<file path="config.mk">
export PLATFORM = sky130hd
export DESIGN_NAME = softmax_top1_classifier_flat
export DESIGN_NICKNAME = d
export VERILOG_FILES = /design/src/st1c_pkg.sv /design/src/st1c_if.sv /design/src/softmax_top1_classifier.sv /design/src/flat_wrapper.sv
export SDC_FILE = /design/constraint.sdc
export NUM_CORES = 2
export LEC_CHECK = 0
export ABC_CLOCK_PERIOD_IN_PS = 7130
export CELL_PAD_IN_SITES_DETAIL_PLACEMENT = 0
export CELL_PAD_IN_SITES_GLOBAL_PLACEMENT = 1
export CORE_MARGIN = 1
export CORE_UTILIZATION = 55
export DETAILED_ROUTE_END_ITERATION = 6
export DONT_BUFFER_PORTS = 1
export PLACE_DENSITY = 0.8
export SLEW_MARGIN = 15
export SYNTH_ARGS = -nofsm -noshare
export SYNTH_HDL_FRONTEND = slang
export SYNTH_SLANG_ARGS = --single-unit
</file>
<file path="constraint.sdc">
create_clock -name clk -period 7.13 [get_ports clk]
set_clock_uncertainty 0.2 [all_clocks]
set_input_delay 1.7825 -clock clk [delete_from_list [all_inputs] [get_ports clk]]
set_output_delay 1.7825 -clock clk [all_outputs]
set_load 0.01 [all_outputs]
</file>
<file path="src/st1c_pkg.sv">
package st1c_pkg;
    localparam int LOGIT_W = 16;
    localparam int CLASS_W = 6;
    localparam int CONF_W  = 16;
    localparam int NCLS_W  = 7;
    localparam int SUM_W   = 22;
    localparam logic [SUM_W-1:0] SUM_MAX = {SUM_W{1'b1}};
    localparam logic [0:0] CFG_NUM_CLASSES = 1'b0;
    localparam logic [0:0] CFG_THRESHOLD   = 1'b1;
    localparam int CFG_IDX_W = 1;

    // 32768*exp(-k/16), Q1.15, same recurrence as the golden table
    function automatic logic [15:0] exp_entry(input int k);
        logic [63:0] p;
        logic [63:0] e;
        p = 64'd1 << 32;
        for (int j = 0; j < k; j++) begin
            p = (p * 64'hF07D5F5E + (64'd1 << 31)) >> 32;
        end
        e = (p + (64'd1 << 16)) >> 17;
        return e[15:0];
    endfunction
endpackage

</file>
<file path="src/st1c_if.sv">
interface st1c_in_if;
    logic valid;
    logic ready;
    logic signed [15:0] logit;
    logic batch_end;
    modport source (output valid, logit, batch_end, input ready);
    modport sink (input valid, logit, batch_end, output ready);
endinterface

interface st1c_out_if;
    logic valid;
    logic ready;
    logic [5:0] class_index;
    logic [15:0] confidence;
    logic confident;
    logic batch_last;
    modport source (output valid, class_index, confidence, confident, batch_last, input ready);
    modport sink (input valid, class_index, confidence, confident, batch_last, output ready);
endinterface

interface st1c_cfg_if;
    logic valid;
    logic ready;
    logic [0:0] index;
    logic [15:0] data;
    modport source (output valid, index, data, input ready);
    modport sink (input valid, index, data, output ready);
endinterface

</file>
<file path="src/softmax_top1_classifier.sv">
// softmax_top1_classifier: top-1 class and softmax confidence per logit row.
// Channels: in (one logit word per accept, batch_end marks the batch's final
// logit), out (one result word per closed row), cfg (index 0 num_classes,
// index 1 conf_threshold; write only while idle).
// Logits land in a row memory with one write and one read port; the running
// max is tracked on the fly. Input accepts one word per cycle while a row fills.
// When a row of N closes, the block walks the memory, one read and one add per
// stored word, then runs a restoring divide of 2^31 by the sum: one setup step
// and 17 one-bit steps. The next row may start loading while the result waits,
// but a new row cannot close until the result is taken. No input is accepted
// while a row is walked and divided.
// Reset clears counters, best value and config to 16 / 32768; no memory
// clearing, only entries written in the current row are read.
// A stalled receiver holds the result word steady and backs up input at the
// closing logit of the following row.
module softmax_top1_classifier #(
    parameter int MAX_CLASSES = 64,
    parameter int EXP_TABLE_DEPTH = 256
) (
    input logic clk,
    input logic rst_n,
    st1c_in_if.sink in_ch,
    st1c_out_if.source out_ch,
    st1c_cfg_if.sink cfg
);
    import st1c_pkg::*;

    localparam int AW = $clog2(MAX_CLASSES);
    localparam int CW = $clog2(MAX_CLASSES + 1);
    localparam int TW = $clog2(EXP_TABLE_DEPTH);

    typedef enum logic [1:0] {S_LOAD, S_SUM, S_DIV} state_t;

    logic [15:0] exp_rom [EXP_TABLE_DEPTH];
    for (genvar g = 0; g < EXP_TABLE_DEPTH; g++)
    begin : g_rom
        assign exp_rom[g] = exp_entry(g);
    end

    logic [LOGIT_W-1:0] mem [MAX_CLASSES];
    logic [LOGIT_W-1:0] rd_data_reg;

    state_t state_reg;
    logic [NCLS_W-1:0] ncls_reg;
    logic [CONF_W-1:0] thr_reg;
    logic [CW-1:0] count_reg, rd_ptr_reg, row_len_reg;
    logic rd_valid_reg;
    logic signed [LOGIT_W-1:0] best_reg;
    logic [AW-1:0] best_idx_reg;
    logic last_reg;
    logic [SUM_W-1:0] sum_reg;
    logic [31:0] rem_reg;
    logic [15:0] quo_reg;
    logic [4:0] div_cnt_reg;
    logic out_valid_reg;
    logic [5:0] out_idx_reg;
    logic [CONF_W-1:0] out_conf_reg;
    logic out_cnf_reg, out_last_reg;

    // row length clamp
    logic [CW-1:0] row_len;
    always_comb
    begin
        if ({1'b0, ncls_reg} < 8'd2) row_len = CW'(2);
        else if (32'(ncls_reg) > MAX_CLASSES) row_len = CW'(MAX_CLASSES);
        else row_len = CW'(ncls_reg);
    end

    logic [CW-1:0] slot;
    assign slot = (32'(count_reg) >= MAX_CLASSES) ? CW'(MAX_CLASSES - 1) : count_reg;
    logic take_new;
    assign take_new = (count_reg == '0) || (in_ch.logit > best_reg);
    logic closes;
    assign closes = (32'(slot) + 1 >= 32'(row_len)) || in_ch.batch_end;

    assign in_ch.ready = (state_reg == S_LOAD) && !(closes && out_valid_reg);
    logic in_acc;
    assign in_acc = in_ch.valid && in_ch.ready;
    assign cfg.ready = 1'b1;

    // exp lookup of stored word
    logic [16:0] diff;
    logic [15:0] exp_val;
    logic [SUM_W:0] sum_add;
    always_comb
    begin
        diff = 17'($signed({best_reg[15], best_reg}) - $signed({rd_data_reg[15], rd_data_reg}));
        if (32'(diff[16:4]) < EXP_TABLE_DEPTH) exp_val = exp_rom[TW'(diff[16:4])];
        else exp_val = '0;
        sum_add = {1'b0, sum_reg} + (SUM_W+1)'(exp_val);
    end

    logic [32:0] trial;
    assign trial = {rem_reg, 1'b0} - {11'd0, sum_reg};

    // last divide step: quo_reg holds quotient bits 16..1, trial gives bit 0
    logic fire;
    assign fire = (state_reg == S_DIV) && (div_cnt_reg == 5'd17);
    logic [16:0] quo_fin;
    assign quo_fin = {quo_reg, ~trial[32]};
    logic [CONF_W-1:0] conf;
    assign conf = quo_fin[16] ? CONF_W'(65535) : quo_fin[15:0];

    always_ff @(posedge clk)
    begin
        if (in_acc) mem[AW'(slot)] <= in_ch.logit;
        rd_data_reg <= mem[AW'(rd_ptr_reg)];
    end

    always_ff @(posedge clk or negedge rst_n)
    begin
        if (!rst_n)
        begin
            state_reg <= S_LOAD;
            ncls_reg <= NCLS_W'(16);
            thr_reg <= CONF_W'(32768);
            count_reg <= '0;
            rd_ptr_reg <= '0;
            row_len_reg <= '0;
            rd_valid_reg <= 1'b0;
            best_reg <= '0;
            best_idx_reg <= '0;
            last_reg <= 1'b0;
            sum_reg <= '0;
            rem_reg <= '0;
            quo_reg <= '0;
            div_cnt_reg <= '0;
            out_valid_reg <= 1'b0;
            out_idx_reg <= '0;
            out_conf_reg <= '0;
            out_cnf_reg <= 1'b0;
            out_last_reg <= 1'b0;
        end
        else
        begin
            if (cfg.valid)
            begin
                unique case (cfg.index)
                    CFG_NUM_CLASSES: ncls_reg <= cfg.data[NCLS_W-1:0];
                    CFG_THRESHOLD: thr_reg <= cfg.data;
                    default: ;
                endcase
            end
            // a new word never lands while one is still waiting
            out_valid_reg <= fire || (out_valid_reg && !out_ch.ready);
            unique case (state_reg)
                S_LOAD:
                begin
                    if (in_acc)
                    begin
                        if (take_new)
                        begin
                            best_reg <= in_ch.logit;
                            best_idx_reg <= AW'(slot);
                        end
                        if (closes)
                        begin
                            state_reg <= S_SUM;
                            row_len_reg <= slot + CW'(1);
                            last_reg <= in_ch.batch_end;
                            count_reg <= '0;
                            rd_ptr_reg <= '0;
                            rd_valid_reg <= 1'b0;
                            sum_reg <= '0;
                        end
                        else
                        begin
                            count_reg <= slot + CW'(1);
                        end
                    end
                end
                S_SUM:
                begin
                    // read pointer runs one ahead of the add
                    if (rd_ptr_reg != row_len_reg) rd_ptr_reg <= rd_ptr_reg + CW'(1);
                    rd_valid_reg <= (rd_ptr_reg != row_len_reg);
                    if (rd_valid_reg)
                    begin
                        sum_reg <= sum_add[SUM_W] ? SUM_MAX : sum_add[SUM_W-1:0];
                    end
                    if (rd_valid_reg && rd_ptr_reg == row_len_reg)
                    begin
                        state_reg <= S_DIV;
                        rem_reg <= 32'd0;
                        quo_reg <= '0;
                        div_cnt_reg <= '0;
                    end
                end
                S_DIV:
                begin
                    // dividend 2^31: quotient bits 16 down to 0, one per step
                    if (div_cnt_reg == 5'd0)
                    begin
                        // 2^31 >> 17; first step compares 2^15 with the sum
                        rem_reg <= 32'd1 << 14;
                        div_cnt_reg <= 5'd1;
                    end
                    else
                    begin
                        if (!trial[32])
                        begin
                            rem_reg <= trial[31:0];
                            quo_reg <= {quo_reg[14:0], 1'b1};
                        end
                        else
                        begin
                            rem_reg <= {rem_reg[30:0], 1'b0};
                            quo_reg <= {quo_reg[14:0], 1'b0};
                        end
                        div_cnt_reg <= div_cnt_reg + 5'd1;
                        if (fire)
                        begin
                            state_reg <= S_LOAD;
                            best_reg <= '0;
                            best_idx_reg <= '0;
                            out_idx_reg <= 6'(best_idx_reg);
                            out_conf_reg <= conf;
                            out_cnf_reg <= conf >= thr_reg;
                            out_last_reg <= last_reg;
                        end
                    end
                end
                default: state_reg <= S_LOAD;
            endcase
        end
    end

    assign out_ch.valid = out_valid_reg;
    assign out_ch.class_index = out_idx_reg;
    assign out_ch.confidence = out_conf_reg;
    assign out_ch.confident = out_cnf_reg;
    assign out_ch.batch_last = out_last_reg;
endmodule

</file>
<file path="src/flat_wrapper.sv">
// flat-port wrapper written by rule: the top's interface ports become plain ports
module softmax_top1_classifier_flat import st1c_pkg::*;
#(
    parameter int MAX_CLASSES = 64,
    parameter int EXP_TABLE_DEPTH = 256
)
  (clk, rst_n, in_ch_valid, in_ch_logit, in_ch_batch_end, in_ch_ready, out_ch_valid, out_ch_class_index, out_ch_confidence, out_ch_confident, out_ch_batch_last, out_ch_ready, cfg_valid, cfg_index, cfg_data, cfg_ready);
  st1c_in_if in_ch_i ();
  st1c_out_if out_ch_i ();
  st1c_cfg_if cfg_i ();
  input logic clk;
  input logic rst_n;
  input wire logic [$bits(in_ch_i.valid)-1:0] in_ch_valid;
  input wire logic [$bits(in_ch_i.logit)-1:0] in_ch_logit;
  input wire logic [$bits(in_ch_i.batch_end)-1:0] in_ch_batch_end;
  output wire logic [$bits(in_ch_i.ready)-1:0] in_ch_ready;
  output wire logic [$bits(out_ch_i.valid)-1:0] out_ch_valid;
  output wire logic [$bits(out_ch_i.class_index)-1:0] out_ch_class_index;
  output wire logic [$bits(out_ch_i.confidence)-1:0] out_ch_confidence;
  output wire logic [$bits(out_ch_i.confident)-1:0] out_ch_confident;
  output wire logic [$bits(out_ch_i.batch_last)-1:0] out_ch_batch_last;
  input wire logic [$bits(out_ch_i.ready)-1:0] out_ch_ready;
  input wire logic [$bits(cfg_i.valid)-1:0] cfg_valid;
  input wire logic [$bits(cfg_i.index)-1:0] cfg_index;
  input wire logic [$bits(cfg_i.data)-1:0] cfg_data;
  output wire logic [$bits(cfg_i.ready)-1:0] cfg_ready;
  assign in_ch_i.valid = in_ch_valid;
  assign in_ch_i.logit = in_ch_logit;
  assign in_ch_i.batch_end = in_ch_batch_end;
  assign in_ch_ready = in_ch_i.ready;
  assign out_ch_valid = out_ch_i.valid;
  assign out_ch_class_index = out_ch_i.class_index;
  assign out_ch_confidence = out_ch_i.confidence;
  assign out_ch_confident = out_ch_i.confident;
  assign out_ch_batch_last = out_ch_i.batch_last;
  assign out_ch_i.ready = out_ch_ready;
  assign cfg_i.valid = cfg_valid;
  assign cfg_i.index = cfg_index;
  assign cfg_i.data = cfg_data;
  assign cfg_ready = cfg_i.ready;
  softmax_top1_classifier #(.MAX_CLASSES(MAX_CLASSES), .EXP_TABLE_DEPTH(EXP_TABLE_DEPTH)) u_core (.clk(clk), .rst_n(rst_n), .in_ch(in_ch_i), .out_ch(out_ch_i), .cfg(cfg_i));
endmodule
</file>
==> results.md <==
Timing:
- The slew at the pin with the worst max-slew slack is 1.14 ns.
- Counting I/O delays and the setup requirement, the final critical path takes ~6.4 ns.
- The final number of setup-violating endpoints is 0.
- The final max-slew violation count is 0.
- The number of failing hold endpoints at the final stage is 0.
- Of the available clock period, the critical path in the final layout requires 0.891.
- The setup TNS after final layout is 0 ns.
- Setup repair after global routing left no endpoint under its margin.
- The fmax is ~0.16 GHz.
- Headroom to the max-slew limit came out at 0.240.
- The least setup slack across all paths after layout is slightly below 0.8 ns.

Yosys:
- The synthesized design contains between 1k and 1.5k register bits.
- The synthesized net count is 3,289.
- Synthesis instantiated 89 different standard cells from the library.
- Ranked by total cell area, the synthesized netlist is headed by sky130_fd_sc_hd__edfxtp_1 58%, sky130_fd_sc_hd__mux4_2 14%, sky130_fd_sc_hd__dfrtp_1 8.0%, sky130_fd_sc_hd__ha_1 2.7%, sky130_fd_sc_hd__nor2_1 1.4%.
- The per-instance average area after synthesis is approximately 17 um^2.
- The number of warnings printed during yosys synthesis is 0.
- Of the synthesized area, sequential elements account for 0.669.
- For this run, asynchronously set or reset flops after synthesis account for 0.140.
- The cell area after synthesis is between 50,000 and 60,000 um^2.
- The main flop type after synthesis is sky130_fd_sc_hd__edfxtp_1.
- The number of enable-type register cells in the synthesized netlist is 1,024.
- Of the post-synthesis cell area, the dominant cell type holds 0.583.
- By count the netlist is led by 1,024 x sky130_fd_sc_hd__edfxtp_1, 336 x sky130_fd_sc_hd__mux4_2, 192 x sky130_fd_sc_hd__nor2_1.
- Synthesis handed over a netlist of roughly 3.1k instances.
- Among all cell types in the netlist, the one instantiated most often is sky130_fd_sc_hd__edfxtp_1.
- The top cell type by total area after synthesis is sky130_fd_sc_hd__edfxtp_1.

Detailed routing:
- For this run, design rule violations remaining after detail routing come to 0.
- The starting DRC count in detailed routing is between 3k and 4k.
- The number of detailed-routing iterations run before antenna repair is 6.
- Detailed routing inserted a total of ~29k vias.
- The detail route stage leaves a number of antenna-violating nets equal to 0.
- The overall routed net length is 133 mm.
- In the final routed layout, each cell accounts on average for 29.1 um.
- The detailed-route vias per instance is 6.43.

Floorplan:
- The die is between 300 and 400 um tall.
- For this configuration, the core starts out at a cell density of 0.556.
- The floorplan has roughly 110 rows.
- In this run the horizontal extent of the chip is just over 300 um.
- The core region is between 90,000 and 100,000 um^2.
- The die area is around 100,000 um^2.
- During I/O placement, the number of pins put on the boundary was 66.

Global routing:
- The number of antenna violations at the first check in global routing is 6.
- The number of global-route vias before repair is between 30k and 40k.
- The first global-routing pass estimated around 200 mm of wire.
- The total global routing track utilization is 0.279.
- Summed over all layers, the global routing overflow is 0.
- Entering global routing, the biggest net connects 171 pins.

Finish:
- The final net count is approximately 3.4k.
- Compared with the post-synthesis result, the final layout area differs by 11.4%.
- The share of layout cells above drive strength 1 is 0.225.
- The area of all placed cells without fillers is just under 60,000 um^2.
- The flip-flop count of the largest register after layout is 1,024.

Clock tree:
- The insertion delay to the later sink of the worst-skew pair is around 0.73 ns.
- The number of instances resized during post-cts repair is 0.
- The clock sink count is around 1.2k.
- TritonCTS built the clock tree.
- The master cell of the clock root buffer is sky130_fd_sc_hd__clkbuf_16.
- The post-CTS setup buffer count is 0.
- The total clock buffers created by CTS is 117.
- The maximum root-to-sink buffer count is 3.
- Buffers inserted to repair hold after CTS numbered 0.
- The H-tree depth is 3.
- Clock-pin slew was measured on the worst setup and hold paths at 0.06 ns.

Critical path:
- Of all nets on the critical path, the largest fanout is 12.
- The highest cell delay on the worst timing path is around 0.65 ns.
- The count of buffering cells on the critical path with inverters included is 4.
- The startpoint class of the critical path is a register.
- The data arrival time of the critical path is between 6 and 7 ns.
- The worst setup path is captured at a register.
- The worst endpoint required time is 7.45 ns.
- The cell family with the largest share of critical-path delay is compound AO/OA/AOI/OAI gates.
- By startpoint and endpoint, the worst setup path is classified as register to register.
- The slowest cell on the critical path is sky130_fd_sc_hd__xnor2_1.

Min path:
- The classification of the worst-slack hold path is register to register.

Power:
- For this design the static power due to leakage is slightly above 20 nW.
- Power spread over the standard cell area amounts to 494 nW/um^2.
- The maximum resistive drop on vdd is between 0.0006 and 0.0007 V.

Outcome:
- The flow ran to the end, and the final reports show no timing, DRC or antenna violations.

Placement:
- The cell area after placement is about 55,000 um^2.
- The count of input and output buffers is 0.
- The weighted congestion at the end of routability-driven global placement is approximately 0.91.
- The setup slack after placement is approximately 0.56 ns.
- Detailed placement ended at an HPWL of roughly 82 mm.

Run:
- The number of max-capacitance violations reported is 0.
==> cell usage in the layout, fill, tap and decap left out, drive strengths merged, types with 45 or more instances in the layout <==
master | netlist | final
nand2 | 173 | 173
nand3 | 45 | 45
o21ai | 108 | 108
buf | 47 | 132
nor2 | 193 | 193
ha | 112 | 112
inv | 98 | 101
mux2 | 53 | 53
clkinv | 1 | 47
clkbuf | 126 | 145
edfxtp | 1024 | 1024
dfrtp | 168 | 168
mux4 | 336 | 336
a21oi | 96 | 96
==> path summary, 6_finish.rpt <==
kind	start	to	slack [ns]	cells past startpoint
min in group asynchronous	rst_n	u_core.count_reg[1]	0.57	0
max in group asynchronous	rst_n	u_core.ncls_reg[4]	5.91	0
setup reg to reg	u_core.best_reg[2]	u_core.sum_reg[18]	0.77	26
hold / removal	u_core.row_len_reg[5]	u_core.row_len_reg[5]	0.30	2
hold reg to reg	u_core.row_len_reg[5]	u_core.row_len_reg[5]	0.30	2
setup / recovery	u_core.best_reg[2]	u_core.sum_reg[18]	0.77	26
==> worst min-delay path, delay by kind of cell (launching register included) <==
kind	cells	cell delay (ns)
simple gates	2	0.12
flops	1	0.36
==> cell type report <==
type                            instances  area (um^2)
Clock inverter                         71          883
Inverter                               99          372
Multi-Input combinational cell       1654        16400
Sequential cell                      1210        35300
Clock buffer                          145         3160
Antenna cell                            2         5.00
Tap cell                             1265         1580
Timing Repair Buffer                  132         1030
Fill cell                            6657        36200
==> metrics by stage <==
stage | util | power [mW] | hold WS (ns) | std cells
final | 0.619 | 29.0 | 0.300 | 4578
after global routing | 0.619 | 30.5 | 0.319 | 4576
after CTS | 0.619 | 29.0 | 0.302 | 4576
after detailed placement | 0.576 | 22.6 | 0.287 | 4360
after global placement | 0.576 | 22.7 | 0.284 | 4360
after floorplan | - | 17.3 | 0.260 | 3136
==> kinds of logic (layout without fill, tap and decap cells) <==
kind of cell,after synthesis,after routing,synth area share
other cells,1,3,0.0000710
flops,1210,1210,0.669
buf+inv,272,447,0.0204
mux,429,429,0.162
fa+ha+maj,114,114,0.0273
simple gates,588,588,0.0518
compound gates,465,465,0.0594
xor+xnor,57,57,0.00960
==> per-layer routing <==
metal	share of wire	vias up	global-route usage	wire length, um
li1	-	12700	-	-
met1	0.39	15200	0.367	51700
met2	0.50	1248	0.466	66900
met3	0.072	304	0.0483	9570
met4	0.038	6	0.108	5100
met5	0.00029	-	0	39
==> where the power goes <==
group | leakage [nW] | internal (mW) | switching (mW)
Combinational | 6.58 | 5.39 | 8.90
Sequential | 11.6 | 7.99 | 0.299
Clock | 1.97 | 3.79 | 2.66
Total | 20.1 | 17.2 | 11.9
(Power assumes the default switching activity.)
